<file path="src/rtl/lncp_pkg.sv">
// Package for the letter-number command parser: constants, types and the byte classifier.
`default_nettype none
package lncp_pkg;

  localparam int unsigned MaxDigits = 10;
  localparam int unsigned CountW    = $clog2(MaxDigits + 2);
  localparam int unsigned ValueW    = 32;
  localparam int unsigned ByteW     = 8;

  localparam logic [CountW-1:0] CountLimit = CountW'(MaxDigits + 1);

  localparam logic [ByteW-1:0] ChComma = 8'h2C;
  localparam logic [ByteW-1:0] ChZero  = 8'h30;
  localparam logic [ByteW-1:0] ChNine  = 8'h39;
  localparam logic [ByteW-1:0] ChUpA   = 8'h41;
  localparam logic [ByteW-1:0] ChUpZ   = 8'h5A;
  localparam logic [ByteW-1:0] ChLoA   = 8'h61;
  localparam logic [ByteW-1:0] ChLoZ   = 8'h7A;

  typedef enum logic [1:0] {
    CLS_LETTER,
    CLS_DIGIT,
    CLS_COMMA,
    CLS_OTHER
  } char_class_e;

  typedef struct packed {
    logic              emit;
    logic [ByteW-1:0]  letter;
    logic [ValueW-1:0] value;
  } result_t;

  function automatic char_class_e classify(input logic [ByteW-1:0] c);
    char_class_e cls;
    if ((c >= ChUpA && c <= ChUpZ) || (c >= ChLoA && c <= ChLoZ)) begin
      cls = CLS_LETTER;
    end else if (c >= ChZero && c <= ChNine) begin
      cls = CLS_DIGIT;
    end else if (c == ChComma) begin
      cls = CLS_COMMA;
    end else begin
      cls = CLS_OTHER;
    end
    return cls;
  endfunction

endpackage
`default_nettype wire

</file>
<file path="src/rtl/lncp_in_reg.sv">
// Input register: holds one received byte until the parser core takes it.
`default_nettype none
module lncp_in_reg (
  input  wire logic                     clk_i,
  input  wire logic                     rst_ni,
  input  wire logic                     in_valid_i,
  output logic                          in_ready_o,
  input  wire logic [lncp_pkg::ByteW-1:0] in_byte_i,
  input  wire logic                     take_i,
  output logic                          valid_o,
  output logic [lncp_pkg::ByteW-1:0]    byte_o
);

  logic                       valid_q, valid_d;
  logic [lncp_pkg::ByteW-1:0] byte_q;
  logic                       in_fire;

  assign in_ready_o = !valid_q || take_i;
  assign in_fire    = in_valid_i && in_ready_o;

  always_comb begin
    valid_d = valid_q;
    if (in_fire) begin
      valid_d = 1'b1;
    end else if (take_i) begin
      valid_d = 1'b0;
    end
  end

  always_ff @(posedge clk_i or negedge rst_ni) begin
    if (!rst_ni) begin
      valid_q <= 1'b0;
    end else begin
      valid_q <= valid_d;
    end
  end

  always_ff @(posedge clk_i) begin
    if (in_fire) begin
      byte_q <= in_byte_i;
    end
  end

  assign valid_o = valid_q;
  assign byte_o  = byte_q;

endmodule
`default_nettype wire

</file>
<file path="src/rtl/lncp_core.sv">
// Parser core: command state, digit accumulation with saturation, and result forming.
`default_nettype none
module lncp_core (
  input  wire logic                       clk_i,
  input  wire logic                       rst_ni,
  input  wire logic                       valid_i,
  input  wire logic [lncp_pkg::ByteW-1:0] byte_i,
  input  wire logic                       out_free_i,
  output logic                            take_o,
  output lncp_pkg::result_t               result_o
);

  localparam int unsigned WideW = lncp_pkg::ValueW + 4;

  logic [lncp_pkg::ByteW-1:0]  letter_q, letter_d;
  logic [lncp_pkg::CountW-1:0] count_q, count_d;
  logic [lncp_pkg::ValueW-1:0] value_q, value_d;
  lncp_pkg::char_class_e       cls;
  logic                        open_cmd;
  logic                        emit;
  logic [WideW-1:0]            wide;
  logic [lncp_pkg::ValueW-1:0] appended;
  logic [3:0]                  digit;

  assign cls      = lncp_pkg::classify(byte_i);
  assign open_cmd = (count_q != '0);
  assign emit     = (cls == lncp_pkg::CLS_COMMA) && open_cmd;

  // a byte that yields nothing never waits on the output side
  assign take_o = valid_i && (!emit || out_free_i);

  assign digit = 4'(byte_i - lncp_pkg::ChZero);
  // v*10 + d as (v<<3) + (v<<1) + d, saturate on carry out of 32 bits
  assign wide  = ({4'b0, value_q} << 3) + ({4'b0, value_q} << 1) + WideW'(digit);
  assign appended = (|wide[WideW-1:lncp_pkg::ValueW]) ? '1 : wide[lncp_pkg::ValueW-1:0];

  always_comb begin
    letter_d = letter_q;
    count_d  = count_q;
    value_d  = value_q;
    case (cls)
      lncp_pkg::CLS_LETTER: begin
        letter_d = byte_i;
        count_d  = lncp_pkg::CountW'(1);
        value_d  = '0;
      end
      lncp_pkg::CLS_DIGIT: begin
        if (open_cmd && count_q < lncp_pkg::CountLimit) begin
          value_d = appended;
          count_d = count_q + lncp_pkg::CountW'(1);
        end else begin
          count_d = '0;
          value_d = '0;
        end
      end
      default: begin
        count_d = '0;
        value_d = '0;
      end
    endcase
  end

  always_ff @(posedge clk_i or negedge rst_ni) begin
    if (!rst_ni) begin
      letter_q <= '0;
      count_q  <= '0;
      value_q  <= '0;
    end else if (take_o) begin
      letter_q <= letter_d;
      count_q  <= count_d;
      value_q  <= value_d;
    end
  end

  assign result_o.emit   = take_o && emit;
  assign result_o.letter = letter_q;
  assign result_o.value  = value_q;

endmodule
`default_nettype wire

</file>
<file path="src/rtl/lncp_out_reg.sv">
// Output register: holds one finished command until the consumer takes it.
`default_nettype none
module lncp_out_reg (
  input  wire logic                        clk_i,
  input  wire logic                        rst_ni,
  input  wire lncp_pkg::result_t           result_i,
  output logic                             free_o,
  output logic                             out_valid_o,
  input  wire logic                        out_ready_i,
  output logic [lncp_pkg::ByteW-1:0]       cmd_letter_o,
  output logic [lncp_pkg::ValueW-1:0]      cmd_value_o
);

  logic                        valid_q, valid_d;
  logic [lncp_pkg::ByteW-1:0]  letter_q;
  logic [lncp_pkg::ValueW-1:0] value_q;

  assign free_o = !valid_q || out_ready_i;

  always_comb begin
    valid_d = valid_q;
    if (result_i.emit) begin
      valid_d = 1'b1;
    end else if (out_ready_i) begin
      valid_d = 1'b0;
    end
  end

  always_ff @(posedge clk_i or negedge rst_ni) begin
    if (!rst_ni) begin
      valid_q <= 1'b0;
    end else begin
      valid_q <= valid_d;
    end
  end

  always_ff @(posedge clk_i) begin
    if (result_i.emit) begin
      letter_q <= result_i.letter;
      value_q  <= result_i.value;
    end
  end

  assign out_valid_o  = valid_q;
  assign cmd_letter_o = letter_q;
  assign cmd_value_o  = value_q;

endmodule
`default_nettype wire

</file>
<file path="src/rtl/letter_number_command_parser.sv">
// A byte is registered in the input register on accept and processed by the core from there;
// a comma's result is registered in the output register when the core takes the comma.
// Throughput: one byte per cycle; the input register stalls only while a comma
// waits on a full output register that the consumer is not taking.
// Reset (async, active low) closes any open command and empties both registers.
`default_nettype none
module letter_number_command_parser (
  input  wire logic                       clk_i,
  input  wire logic                       rst_ni,
  input  wire logic                       in_valid_i,
  output logic                            in_ready_o,
  input  wire logic [lncp_pkg::ByteW-1:0] in_byte_i,
  output logic                            out_valid_o,
  input  wire logic                       out_ready_i,
  output logic [lncp_pkg::ByteW-1:0]      cmd_letter_o,
  output logic [lncp_pkg::ValueW-1:0]     cmd_value_o
);

  logic                       s1_valid;
  logic [lncp_pkg::ByteW-1:0] s1_byte;
  logic                       take;
  logic                       out_free;
  lncp_pkg::result_t          result;

  lncp_in_reg u_in_reg (
    .clk_i      (clk_i),
    .rst_ni     (rst_ni),
    .in_valid_i (in_valid_i),
    .in_ready_o (in_ready_o),
    .in_byte_i  (in_byte_i),
    .take_i     (take),
    .valid_o    (s1_valid),
    .byte_o     (s1_byte)
  );

  lncp_core u_core (
    .clk_i      (clk_i),
    .rst_ni     (rst_ni),
    .valid_i    (s1_valid),
    .byte_i     (s1_byte),
    .out_free_i (out_free),
    .take_o     (take),
    .result_o   (result)
  );

  lncp_out_reg u_out_reg (
    .clk_i        (clk_i),
    .rst_ni       (rst_ni),
    .result_i     (result),
    .free_o       (out_free),
    .out_valid_o  (out_valid_o),
    .out_ready_i  (out_ready_i),
    .cmd_letter_o (cmd_letter_o),
    .cmd_value_o  (cmd_value_o)
  );

endmodule
`default_nettype wire

</file>
<file path="config.mk">
export PLATFORM = sky130hd
export DESIGN_NAME = letter_number_command_parser
export DESIGN_NICKNAME = d
export VERILOG_FILES = /design/src/rtl/lncp_pkg.sv /design/src/rtl/lncp_in_reg.sv /design/src/rtl/lncp_core.sv /design/src/rtl/lncp_out_reg.sv /design/src/rtl/letter_number_command_parser.sv
export SDC_FILE = /design/constraint.sdc
export NUM_CORES = 1
export LEC_CHECK = 0
export BUFFER_PORTS_ARGS = -buffer_cell sky130_fd_sc_hd__buf_2
export CORE_MARGIN = 4
export CORE_UTILIZATION = 50
export DETAILED_ROUTE_END_ITERATION = 8
export PLACE_DENSITY = 0.8
export SLEW_MARGIN = 20
export SYNTH_ARGS = -nofsm -noshare
export SYNTH_HDL_FRONTEND = slang
export SYNTH_SLANG_ARGS = --single-unit
</file>
<file path="constraint.sdc">
create_clock -name clk_i -period 6.29 [get_ports clk_i]
set_clock_uncertainty 0.15 [all_clocks]
set_input_delay 1.887 -clock clk_i [delete_from_list [all_inputs] [get_ports clk_i]]
set_output_delay 1.887 -clock clk_i [all_outputs]
set_load 0.05 [all_outputs]
</file>
==> impl_metrics.tcl <==
set metrics [dict create \
    syn_to_final_growth_pct 10.40 \
    vias 4082 \
    powerDensity_nw_per_um2 181.9 \
    path_buf_inv 2 \
    grt_pass1_wl_um 19270 \
    tightest_slew_ns 0.8042 \
    die_h_um 113.2 \
    h-tree-depth 3 \
    n_antenna_cell 0 \
    rr_startpoint "u_in_reg.byte_o[3]$_DFFE_PP_" \
    crit_type "in2out" \
    grt_max_degree 47 \
    boundaryPins 54 \
    vias_per_cell 6.021 \
    cts_buffer_depth 2 \
    cp_max_fo 3 \
    syn_avg_cell_area_um2 11.41 \
    power_w 0.001111 \
    ys_types 58 \
    cp-start-kind "primary input" \
    die_area_um2 12820 \
    critPathMaxStageDelay_ns 0.23 \
    rsz0062_at_grt "false" \
    fill_cells 899 \
    cts.clk_slew.worst_paths_ns 0.10 \
    rows 38 \
    hold_buffers 0 \
    hold_viol_final 0 \
    clk_latency_ns 0.37 \
    start_util 0.5105 \
    arrival_ns 2.65 \
    status "complete, no violations" \
    drive_gt1_frac 0.1747 \
    multi_input_area_um2 2808 \
    hpwl_um 8280 \
    startpoint "out_ready_i" \
    synth_edf_count 48 \
    antenna_found_initial 0 \
    syn-cell-area_um2 5534 \
    async_flop_share 0.4894 \
    wl_per_cell_um 16.85 \
    finalSetupViolCount 0 \
    ant_nets 0 \
    fin_setup_tns_ns 0 \
    cts_made_buffers 9 \
    core_area_um2 10840 \
    grt_use_total 0.1854 \
    yosysSeqAreaShare 0.4685 \
    first_iter_violations 243 \
    syn_inst 485 \
    first_pass_iters 4 \
    cts_setup_buffers 0 \
    min-delay-start "u_core.letter_q[6]$_DFFE_PN0P_" \
    synth-warning-count 0 \
    required_ns 4.25 \
    maxCapViolations 0 \
    crit_family "simple AND/OR/NAND/NOR gates" \
    crit_chain "buf_2 > nand2b_1 > nor2_1 > nand2_1 > buf_2" \
    clock-sinks 94 \
    ys.flop_type "edfxtp_1" \
    syn-num-nets 564 \
    wirelength_um 11420 \
    fmax_mhz 213.3 \
    cts_tree "done" \
    cp_common_cell "buf_2" \
    critical-path-slowest-cell "buf_2" \
    drc 0 \
    post-route-period-util 0.7452 \
    postLayoutCellArea_um2 6110 \
    p_leak_nw 2.877 \
    die_w_um 113.2 \
    slew_violations 0 \
    ir_worst_vdd_mv 0.1753 \
    first_global_vias 4067 \
    port_buffers 53 \
    end_kind "primary output" \
    ys_ff_latch 94 \
    relSlewSlack 0.4639 \
    grt_overflow 0 \
    final-seq-area_um2 2592 \
    gp_congestion 0.9143 \
    period_minus_slack_ns 4.687 \
    hp-class "reg2reg" \
    cts-resized-gates 0 \
    root_buffer "clkbuf_8" \
    place_area_um2 5916 \
    nets 612 \
]
[final timing paths]
| check | slack (ns) | cells past startpoint | to |
|---|---|---|---|
| max | 1.60 | 5 | in_ready_o |
| min | 0.31 | 0 | u_out_reg.cmd_letter_o[6]$_DFFE_PP_ |
| max reg2reg | 1.70 | 13 | u_core.value_q[16]$_DFFE_PN0N_ |
| min reg2reg | 0.31 | 0 | u_out_reg.cmd_letter_o[6]$_DFFE_PP_ |
| max in group asynchronous | 4.22 | 1 | u_out_reg.out_valid_o$_DFFE_PN0P_ |
| min in group asynchronous | 1.34 | 1 | u_core.value_q[9]$_DFFE_PN0N_ |
[cells in the mapped netlist (3+ instances only)]
cell / n / area [µm²]
a21oi_1: 37 / 185.2
nor2_1: 29 / 108.9
a211oi_1: 3 / 22.52
nor3_1: 7 / 35.03
a221o_1: 32 / 320.3
a21o_1: 12 / 90.09
xor2_1: 12 / 105.1
dfrtp_1: 46 / 1151
xnor2_1: 17 / 148.9
a31oi_1: 3 / 18.77
mux2_2: 6 / 67.56
buf_6: 3 / 33.78
edfxtp_1: 48 / 1441
inv_1: 9 / 33.78
o21bai_1: 4 / 30.03
buf_2: 3 / 15.01
ha_1: 65 / 813.3
nand2b_1: 8 / 50.05
nand4_1: 6 / 37.54
or3_1: 3 / 18.77
clkbuf_1: 15 / 56.30
o211ai_1: 9 / 67.56
nand3_1: 11 / 55.05
o21ai_1: 3 / 15.01
and2_1: 5 / 31.28
nand2_1: 36 / 135.1
o21ai_0: 16 / 80.08
[state kept, by name, summed over array words and instances (netlist names)]
register / cells
u_in_reg.valid_o: 1
u_out_reg.out_valid_o: 1
u_out_reg.cmd_value_o: 32
u_core.letter_q: 8
u_in_reg.byte_o: 8
u_core.count_q: 4
u_core.value_q: 32
u_out_reg.cmd_letter_o: 8
[worst reg2reg max path: cells and delay by family, from the launching register on]
kind	cells	cell delay, ns
AOI/OAI and AO/OA	7	1.93
adders and majority gates	2	1.04
buffers and inverters	2	0.43
DFF	1	0.50
muxes	1	0.24
and+or+nand+nor	1	0.17
[layout make-up]
type	instances	area share
inverters	10	0.006144
clock buffers	9	0.02027
flip-flops and latches	94	0.4243
repair buffers	58	0.04997
multi-input cells	360	0.4596
well taps	140	0.02867
clock inverters	7	0.01106
[kinds of logic after synthesis]
| group | Yosys count | synth area share |
|---|---|---|
| and+or+nand+nor | 116 | 0.09994 |
| buffers and inverters | 31 | 0.02577 |
| AOI/OAI and AO/OA | 141 | 0.1917 |
| DFF | 94 | 0.4685 |
| muxes | 7 | 0.01402 |
| adders and majority gates | 67 | 0.1542 |
| xor gates and xnor gates | 29 | 0.04590 |
[per-stage QoR]
step,util,setup slack (ns),hold WS [ns],cells
global placement,0.5457,1.642,0.2819,662
floorplan,-,0.3284,0.2660,485
finish,0.5636,1.603,0.3084,678
global route,0.5636,1.373,0.3206,678
detailed placement,0.5457,1.590,0.2797,662
CTS,0.5634,1.582,0.3069,678
[layer usage]
metal  share of wire  wire [µm]  GRT usage
met1            0.44       5022     0.2307
met2            0.48       5524     0.3136
met3           0.053        604    0.04439
met4           0.023        268    0.06971
met5               0          0          0
[where the power goes]
group           total, W  internal [W]  leakage [nW]  switching, W
combinational  0.0000441     0.0000186          1.73     0.0000255
clock           0.000389      0.000152        0.0932      0.000237
sequential      0.000678      0.000665          1.05     0.0000134
total            0.00111      0.000835          2.88      0.000276
[cell usage in the layout (no fill, tap or decap), types with 8 or more instances in the layout]
master and n:
ha_1 65, buf_2 52, edfxtp_1 48, dfrtp_1 46, a21oi_1 37, nand2_1 36
a221o_1 32, nor2_1 29, xnor2_1 17, o21ai_0 15, a21o_1 12, xor2_1 12
nand3_1 11, o211ai_1 9, inv_1 9, clkbuf_8 9, nand2b_1 8
No activity file was read; power rests on OpenSTA's default activity.
